**src/hdl/model_specific_register_file_macros.svh**
```systemverilog
// ----------------------------------------------------------------------------
// model_specific_register_file_macros.svh
// Assertion macros for the model-specific register file.
// ----------------------------------------------------------------------------
`ifndef MODEL_SPECIFIC_REGISTER_FILE_MACROS_SVH
`define MODEL_SPECIFIC_REGISTER_FILE_MACROS_SVH

`ifndef SYNTHESIS
// checked property, disabled while reset is high
`define MSRF_ASSERT(lbl, clk, rst, prop) \
  lbl: assert property (@(posedge clk) disable iff (rst) prop) \
    else $error("msrf assertion failed");
// checked property, also active during reset
`define MSRF_ASSERT_ALWAYS(lbl, clk, prop) \
  lbl: assert property (@(posedge clk) prop) \
    else $error("msrf assertion failed");
`else
`define MSRF_ASSERT(lbl, clk, rst, prop)
`define MSRF_ASSERT_ALWAYS(lbl, clk, prop)
`endif

`endif

```
**src/hdl/msrf_pkg.sv**
```systemverilog
// ----------------------------------------------------------------------------
// msrf_pkg
// Register index map, select codes and decode type of the register file.
// ----------------------------------------------------------------------------
package msrf_pkg;

  localparam int FIXED_RANGE_COUNT    = 32;
  localparam int VARIABLE_RANGE_COUNT = 16;
  localparam int FAST_COUNT           = 3;

  localparam int FIX_IDX_W  = (FIXED_RANGE_COUNT > 1) ? $clog2(FIXED_RANGE_COUNT) : 1;
  localparam int VAR_IDX_W  = (VARIABLE_RANGE_COUNT > 1) ? $clog2(VARIABLE_RANGE_COUNT) : 1;
  localparam int FAST_IDX_W = 2;

  localparam logic [31:0] IDX_INTC_BASE  = 32'h0000_001B;
  localparam logic [31:0] IDX_STAMP      = 32'h0000_0010;
  localparam logic [31:0] IDX_CONST      = 32'h0000_00FE;
  localparam logic [31:0] IDX_FAST_FIRST = 32'h0000_0174;
  localparam logic [31:0] IDX_VAR_FIRST  = 32'h0000_0200;
  localparam logic [31:0] IDX_FIX_FIRST  = 32'h0000_0250;
  localparam logic [31:0] IDX_PAGE_ATTR  = 32'h0000_0277;
  localparam logic [31:0] IDX_DEF_TYPE   = 32'h0000_02FF;
  localparam logic [31:0] IDX_EXT_FEAT   = 32'hC000_0080;
  localparam logic [63:0] CONST_VALUE    = 64'h0000_0000_0000_0508;

  typedef logic [3:0] sel_t;

  localparam sel_t SEL_NONE  = 4'd0;
  localparam sel_t SEL_APIC  = 4'd1;
  localparam sel_t SEL_FAST  = 4'd2;
  localparam sel_t SEL_FIX   = 4'd3;
  localparam sel_t SEL_VAR   = 4'd4;
  localparam sel_t SEL_PAT   = 4'd5;
  localparam sel_t SEL_DEF   = 4'd6;
  localparam sel_t SEL_STAMP = 4'd7;
  localparam sel_t SEL_EXT   = 4'd8;
  localparam sel_t SEL_CONST = 4'd9;

  typedef struct packed {
    logic                  is_write;
    sel_t                  sel;
    logic [FAST_IDX_W-1:0] fast_idx;
    logic [FIX_IDX_W-1:0]  fix_idx;
    logic [VAR_IDX_W-1:0]  var_idx;
  } dec_t;

endpackage

```
**src/hdl/msrf_decode.sv**
```systemverilog
// ----------------------------------------------------------------------------
// msrf_decode
// Maps a 32-bit register index to a register select and entry number.
// ----------------------------------------------------------------------------
module msrf_decode (
  input  logic               kind,
  input  logic [31:0]        msr_index,
  output msrf_pkg::dec_t     dec
);

  logic [31:0] fast_off;
  logic [31:0] fix_off;
  logic [31:0] var_off;

  assign fast_off = msr_index - msrf_pkg::IDX_FAST_FIRST;
  assign fix_off  = msr_index - msrf_pkg::IDX_FIX_FIRST;
  assign var_off  = msr_index - msrf_pkg::IDX_VAR_FIRST;

  always_comb begin
    dec.is_write = kind;
    dec.fast_idx = fast_off[msrf_pkg::FAST_IDX_W-1:0];
    dec.fix_idx  = fix_off[msrf_pkg::FIX_IDX_W-1:0];
    dec.var_idx  = var_off[msrf_pkg::VAR_IDX_W-1:0];
    if (msr_index == msrf_pkg::IDX_INTC_BASE) begin
      dec.sel = msrf_pkg::SEL_APIC;
    end else if (fast_off < 32'(msrf_pkg::FAST_COUNT)) begin
      dec.sel = msrf_pkg::SEL_FAST;
    end else if (fix_off < 32'(msrf_pkg::FIXED_RANGE_COUNT)) begin
      dec.sel = msrf_pkg::SEL_FIX;
    end else if (var_off < 32'(msrf_pkg::VARIABLE_RANGE_COUNT)) begin
      dec.sel = msrf_pkg::SEL_VAR;
    end else if (msr_index == msrf_pkg::IDX_PAGE_ATTR) begin
      dec.sel = msrf_pkg::SEL_PAT;
    end else if (msr_index == msrf_pkg::IDX_DEF_TYPE) begin
      dec.sel = msrf_pkg::SEL_DEF;
    end else if (msr_index == msrf_pkg::IDX_STAMP) begin
      dec.sel = msrf_pkg::SEL_STAMP;
    end else if (msr_index == msrf_pkg::IDX_EXT_FEAT) begin
      dec.sel = msrf_pkg::SEL_EXT;
    end else if (msr_index == msrf_pkg::IDX_CONST) begin
      dec.sel = msrf_pkg::SEL_CONST;
    end else begin
      dec.sel = msrf_pkg::SEL_NONE;
    end
  end

endmodule

```
**config.mk**
```make
export PLATFORM = sky130hd
export DESIGN_NAME = msrf_decode
export DESIGN_NICKNAME = d
export VERILOG_FILES = /design/src/hdl/model_specific_register_file_macros.svh /design/src/hdl/msrf_pkg.sv /design/src/hdl/msrf_decode.sv
export SDC_FILE = /design/constraint.sdc
export NUM_CORES = 1
export LEC_CHECK = 0
export BUFFER_PORTS_ARGS = -buffer_cell sky130_fd_sc_hd__buf_2
export CORE_MARGIN = 2
export CORE_UTILIZATION = 25
export DETAILED_ROUTE_END_ITERATION = 8
export SLEW_MARGIN = 20
export SYNTH_ARGS = -nofsm -noshare
export SYNTH_HDL_FRONTEND = slang
export SYNTH_SLANG_ARGS = --single-unit
```
**constraint.sdc**
```tcl
create_clock -name vclk -period 3.75
set_clock_uncertainty 0.15 [all_clocks]
set_input_delay 0.5625 -clock vclk [all_inputs]
set_output_delay 0.5625 -clock vclk [all_outputs]
set_load 0.02 [all_outputs]
```
==> results of run 1 <==
-- metrics by stage --
step,hold slack (ns),setup slack [ns],util
final,0.975,0.0677,0.322
after global placement,0.975,0.0528,0.314
after floorplan,1.07,0.254,-
after CTS,0.975,0.0179,0.314
after global routing,0.975,-0.00128,0.322
after detailed placement,0.975,-0.0362,0.314
-- how the worst min path moves through the flow --
stage                      start  endpoint  slack, ns  depth (start not counted)
global placement            kind   dec[15]       0.98                          0
global route                kind   dec[15]       0.98                          0
detailed placement          kind   dec[15]       0.98                          0
finish                      kind   dec[15]       0.98                          0
floorplan           msr_index[4]    dec[8]       1.07                          1
CTS                         kind   dec[15]       0.98                          0
-- where the power goes --
part | switching [mW] | internal, mW
combinational | 0.0918 | 0.0521
clock | 0 | 0
sequential | 0 | 0
total | 0.0918 | 0.0521
-- layer usage --
| metal | track usage | wire length [um] | vias to the layer above |
|---|---|---|---|
| li1 | - | - | 931 |
| met1 | 0.224 | 2350 | 874 |
| met2 | 0.261 | 2450 | 118 |
| met3 | 0.0124 | 463 | 10 |
| met4 | 0.0345 | 89 | 0 |
| met5 | 0 | 0 | - |
-- repair_timing --
item	CTS	global route
buffers inserted	0	3
endpoints found under the setup margin	1	3
pin swaps	0	1
resized for setup	1	4
-- cells by family (layout without fill, tap and decap cells) --
| family | Yosys count | after routing | share of synthesized area |
|---|---|---|---|
| simple gates | 131 | 131 | 0.504 |
| compound gates | 42 | 42 | 0.213 |
| buf+inv | 32 | 75 | 0.123 |
| xor+xnor | 15 | 15 | 0.0919 |
| fa+ha+maj | 7 | 7 | 0.0613 |
| mux | 1 | 1 | 0.00701 |
-- critical path, stage by stage --
cell and delay [ns]:
buf_2 0.13, or4_1 0.58, nor3_4 0.29, buf_4 0.19, nand3_1 0.09, xor2_1 0.13
o21ai_0 0.09, or4_1 0.49, o311ai_2 0.23, buf_4 0.19
-- placed cells by master (no fill, tap or decap), drive strengths merged, types with 3 or more instances in the layout --
| cell type | count |
|---|---|
| buf | 65 |
| nor2 | 27 |
| nand2 | 22 |
| nor4 | 16 |
| nand3 | 14 |
| nor3 | 11 |
| o21ai | 11 |
| inv | 10 |
| xnor2 | 8 |
| a21oi | 7 |
| xor2 | 7 |
| ha | 7 |
| nand4 | 6 |
| or4 | 6 |
| nor2b | 5 |
| and3 | 5 |
| nor4b | 5 |
| o21a | 3 |
-- layout make-up --
type / count / area, um2
timing repair buffer: 65 / 373
tap: 72 / 90.1
inverter: 10 / 37.5
fill: 613 / 3730
multi-input combinational: 196 / 1270
==> impl_metrics.env, run 1 <==
export IMPL_synth_warnings=0
export IMPL_fin_crit_ns=3.68
export IMPL_crit_path_max_fanout=5
export IMPL_fp_dieH_um=79.6
export IMPL_cts_hold_buf=0
export IMPL_grt_start_max_net_pins=17
export IMPL_area_delta_synth_final_pct=24.0
export IMPL_place_congestion=0.923
export IMPL_grt_pass1_vias=1675
export IMPL_yosys_top_cells_count="nor2_1 (27), nand2_1 (21), nor4_1 (16)"
export IMPL_seq_cells=0
export IMPL_fin_crit_sh=0.982
export IMPL_slew_headroom=0.679
export IMPL_dr_pass1_iters=5
export IMPL_setup_viol=0
export IMPL_layout_drive_gt1_share=0.277
export IMPL_worstPathRequired_ns=3.04
export IMPL_synth_nets=268
export IMPL_dpl_hpwl_mm=4.31
export IMPL_drc=0
export IMPL_post_route_cell_area_um2=1770
export IMPL_dieWidth_um=79.6
export IMPL_slew_viol_final=0
export IMPL_dp_cells=340
export IMPL_powerDensity_nw_per_um2=81.2
export IMPL_totalPowerFinal_mw=0.144
export IMPL_antenna_found_initial=0
export IMPL_fin_nets=313
export IMPL_grt_pass1_wl_mm=8.18
export IMPL_arrival_ns=2.97
export IMPL_yosys_area_top_type="nor2_1"
export IMPL_core_area_um2=5510
export IMPL_drt_iter0_drc=211
export IMPL_crit_end="dec[12]"
export IMPL_hold_violations=0
export IMPL_timing_setup_tns_ns=0
export IMPL_critical_path_class="in -> out"
export IMPL_num_vias=1933
export IMPL_pin_count=49
export IMPL_syn_area_per_cell_um2=6.27
export IMPL_syn_area_um2=1430
export IMPL_yosysSeqAreaShare=0
export IMPL_postRouteAntennaNets=0
export IMPL_worstMarginPinSlew_ns=0.478
export IMPL_synth_most_common_cell="nor2_1"
export IMPL_ir_drop_mv=0.0307
export IMPL_yosysUniqueCellTypes=53
export IMPL_avgRoutedWirePerCell_um=15.6
export IMPL_finalNonFillerCells=343
export IMPL_start_util=0.259
export IMPL_grt_ovfl_total=0
export IMPL_max_freq_mhz=272
export IMPL_syn_inst=228
export IMPL_seqCellArea_um2=0
export IMPL_cp_end_kind="output port"
export IMPL_cp_startpoint="msr_index[16]"
export IMPL_portBuffers=47
export IMPL_status="complete, no violations"
export IMPL_cp_start_kind="input pin"
export IMPL_nClkBuffers=0
export IMPL_die_area_um2=6340
export IMPL_leakage_nw=0.710
export IMPL_cap_violations=0
export IMPL_wl_mm=5.35
export IMPL_postPlaceCellArea_um2=1730
export IMPL_rows=27
export IMPL_yosys_area_top_type_share=0.0709
export IMPL_min_path_type="in -> out"
export IMPL_grt_total_usage=0.159
export IMPL_ys_top_cells_by_area="nor2_1 (7.1%), nor4_1 (7.0%), ha_1 (6.1%)"
export IMPL_antenna_cells=0
export IMPL_avgViaCountPerCell=5.64
No activity file was read; power rests on OpenSTA's default activity.
==> run 2: changes to the inputs <==
Settings changed: CORE_UTILIZATION 25 to 54, PLACE_DENSITY set to 0.85.
Clock period 3.75 ns to 3.7 ns, I/O delays scaled along.
==> impl_metrics.env, run 2 (synthesis gave the netlist of run 1 again) <==
export IMPL_min_path_type="in -> out"
export IMPL_grt_ovfl_total=0
export IMPL_avgViaCountPerCell=6.59
export IMPL_dr_pass1_iters=5
export IMPL_rows=18
export IMPL_arrival_ns=2.93
export IMPL_fin_crit_sh=0.982
export IMPL_seqCellArea_um2=0
export IMPL_fin_crit_ns=3.63
export IMPL_cap_violations=0
export IMPL_avgRoutedWirePerCell_um=16.5
export IMPL_cp_start_kind="input pin"
export IMPL_nClkBuffers=0
export IMPL_ir_drop_mv=0.0756
export IMPL_core_area_um2=2500
export IMPL_finalNonFillerCells=306
export IMPL_seq_cells=0
export IMPL_powerDensity_nw_per_um2=85.3
export IMPL_fillCellCount=246
export IMPL_hold_violations=0
export IMPL_die_area_um2=3070
export IMPL_cp_startpoint="msr_index[29]"
export IMPL_worstMarginPinSlew_ns=0.633
export IMPL_leakage_nw=0.773
export IMPL_postRouteAntennaNets=0
export IMPL_grt_total_usage=0.309
export IMPL_worstHoldStart="kind"
export IMPL_grt_pass1_wl_mm=7.96
export IMPL_slew_viol_final=0
export IMPL_critical_path_class="in -> out"
export IMPL_pin_count=49
export IMPL_place_congestion=1.01
export IMPL_antenna_found_initial=0
export IMPL_drc=0
export IMPL_max_freq_mhz=275
export IMPL_layout_drive_gt1_share=0.308
export IMPL_fp_dieH_um=55.4
export IMPL_wl_mm=5.06
export IMPL_portBuffers=47
export IMPL_slew_headroom=0.573
export IMPL_grt_start_max_net_pins=14
export IMPL_status="complete, no violations"
export IMPL_totalPowerFinal_mw=0.153
export IMPL_dpl_hpwl_mm=4.01
export IMPL_final_common_cell="buf_2"
export IMPL_grt_pass1_vias=1712
export IMPL_hold_depth=0
export IMPL_dp_cells=303
export IMPL_layout_common_cells="buf_2 (46), nor2_1 (27), buf_4 (23)"
export IMPL_cp_end_kind="output port"
export IMPL_start_util=0.572
export IMPL_dieWidth_um=55.4
export IMPL_num_vias=2017
export IMPL_crit_chain="buf_2 > or4_1 > nor4_1 > nand4_1 > a221oi_2 > nand2_1 > or4_4 > o311ai_4 > buf_6"
export IMPL_worstPathRequired_ns=2.99
export IMPL_whs_ns=0.960
export IMPL_slowest_stage="or4_1"
export IMPL_setup_viol=0
export IMPL_hold_path_endpoint="dec[15]"
export IMPL_crit_path_max_fanout=4
export IMPL_antenna_cells=0
export IMPL_postPlaceCellArea_um2=1710
export IMPL_drt_iter0_drc=228
export IMPL_timing_setup_tns_ns=0
export IMPL_crit_path_max_incr_delay_ns=0.53
export IMPL_fin_nets=318
export IMPL_post_route_cell_area_um2=1790
export IMPL_cts_hold_buf=0
export IMPL_area_delta_synth_final_pct=25.2
==> run 2: final cells by class <==
class,count,area (um2),share of cell area
repair buffers,70,414,0.231
well taps,30,37.5,0.0210
inverters,10,37.5,0.0210
multi-input cells,196,1300,0.727
==> run 2: critical path: cells and delay by family <==
kind | cells | cell delay (ns)
buf+inv | 2 | 0.28
compound gates | 2 | 0.47
simple gates | 5 | 1.61
==> run 2: power breakdown <==
group / total, mW / internal [mW] / switching, mW
sequential: 0 / 0 / 0
clock: 0 / 0 / 0
combinational: 0.153 / 0.0573 / 0.0953
==> run 2: what timing repair did <==
| action | in CTS | in global routing |
|---|---|---|
| endpoints found under the hold margin | 0 | 0 |
| resized for setup | 0 | 13 |
| buffers inserted | 0 | 3 |
| endpoints found under the setup margin | 0 | 3 |
==> run 2: worst max path at each step <==
stage	depth (start not counted)	slack, ns	end
floorplan	8	0.22	dec[12]
global placement	9	0.07	dec[12]
detailed placement	9	0.01	dec[12]
CTS	9	0.01	dec[12]
global route	11	-0.08	dec[13]
finish	9	0.07	dec[12]
==> run 2: metal layers <==
metal / share of wire / GRT usage / vias up
met1: 0.39 / 0.428 / 922
met2: 0.46 / 0.502 / 142
met3: 0.12 / 0.0585 / 17
met5: 0 / 0 / -
li1: - / - / 936
met4: 0.028 / 0.0488 / 0
==> run 2: through the flow <==
stage / setup slack (ns) / util
2_1_floorplan: 0.219 / -
3_3_place_gp: 0.0742 / 0.685
4_1_cts: 0.0143 / 0.685
5_1_grt: -0.0784 / 0.716
3_5_place_dp: 0.0143 / 0.685
6_report: 0.0664 / 0.716
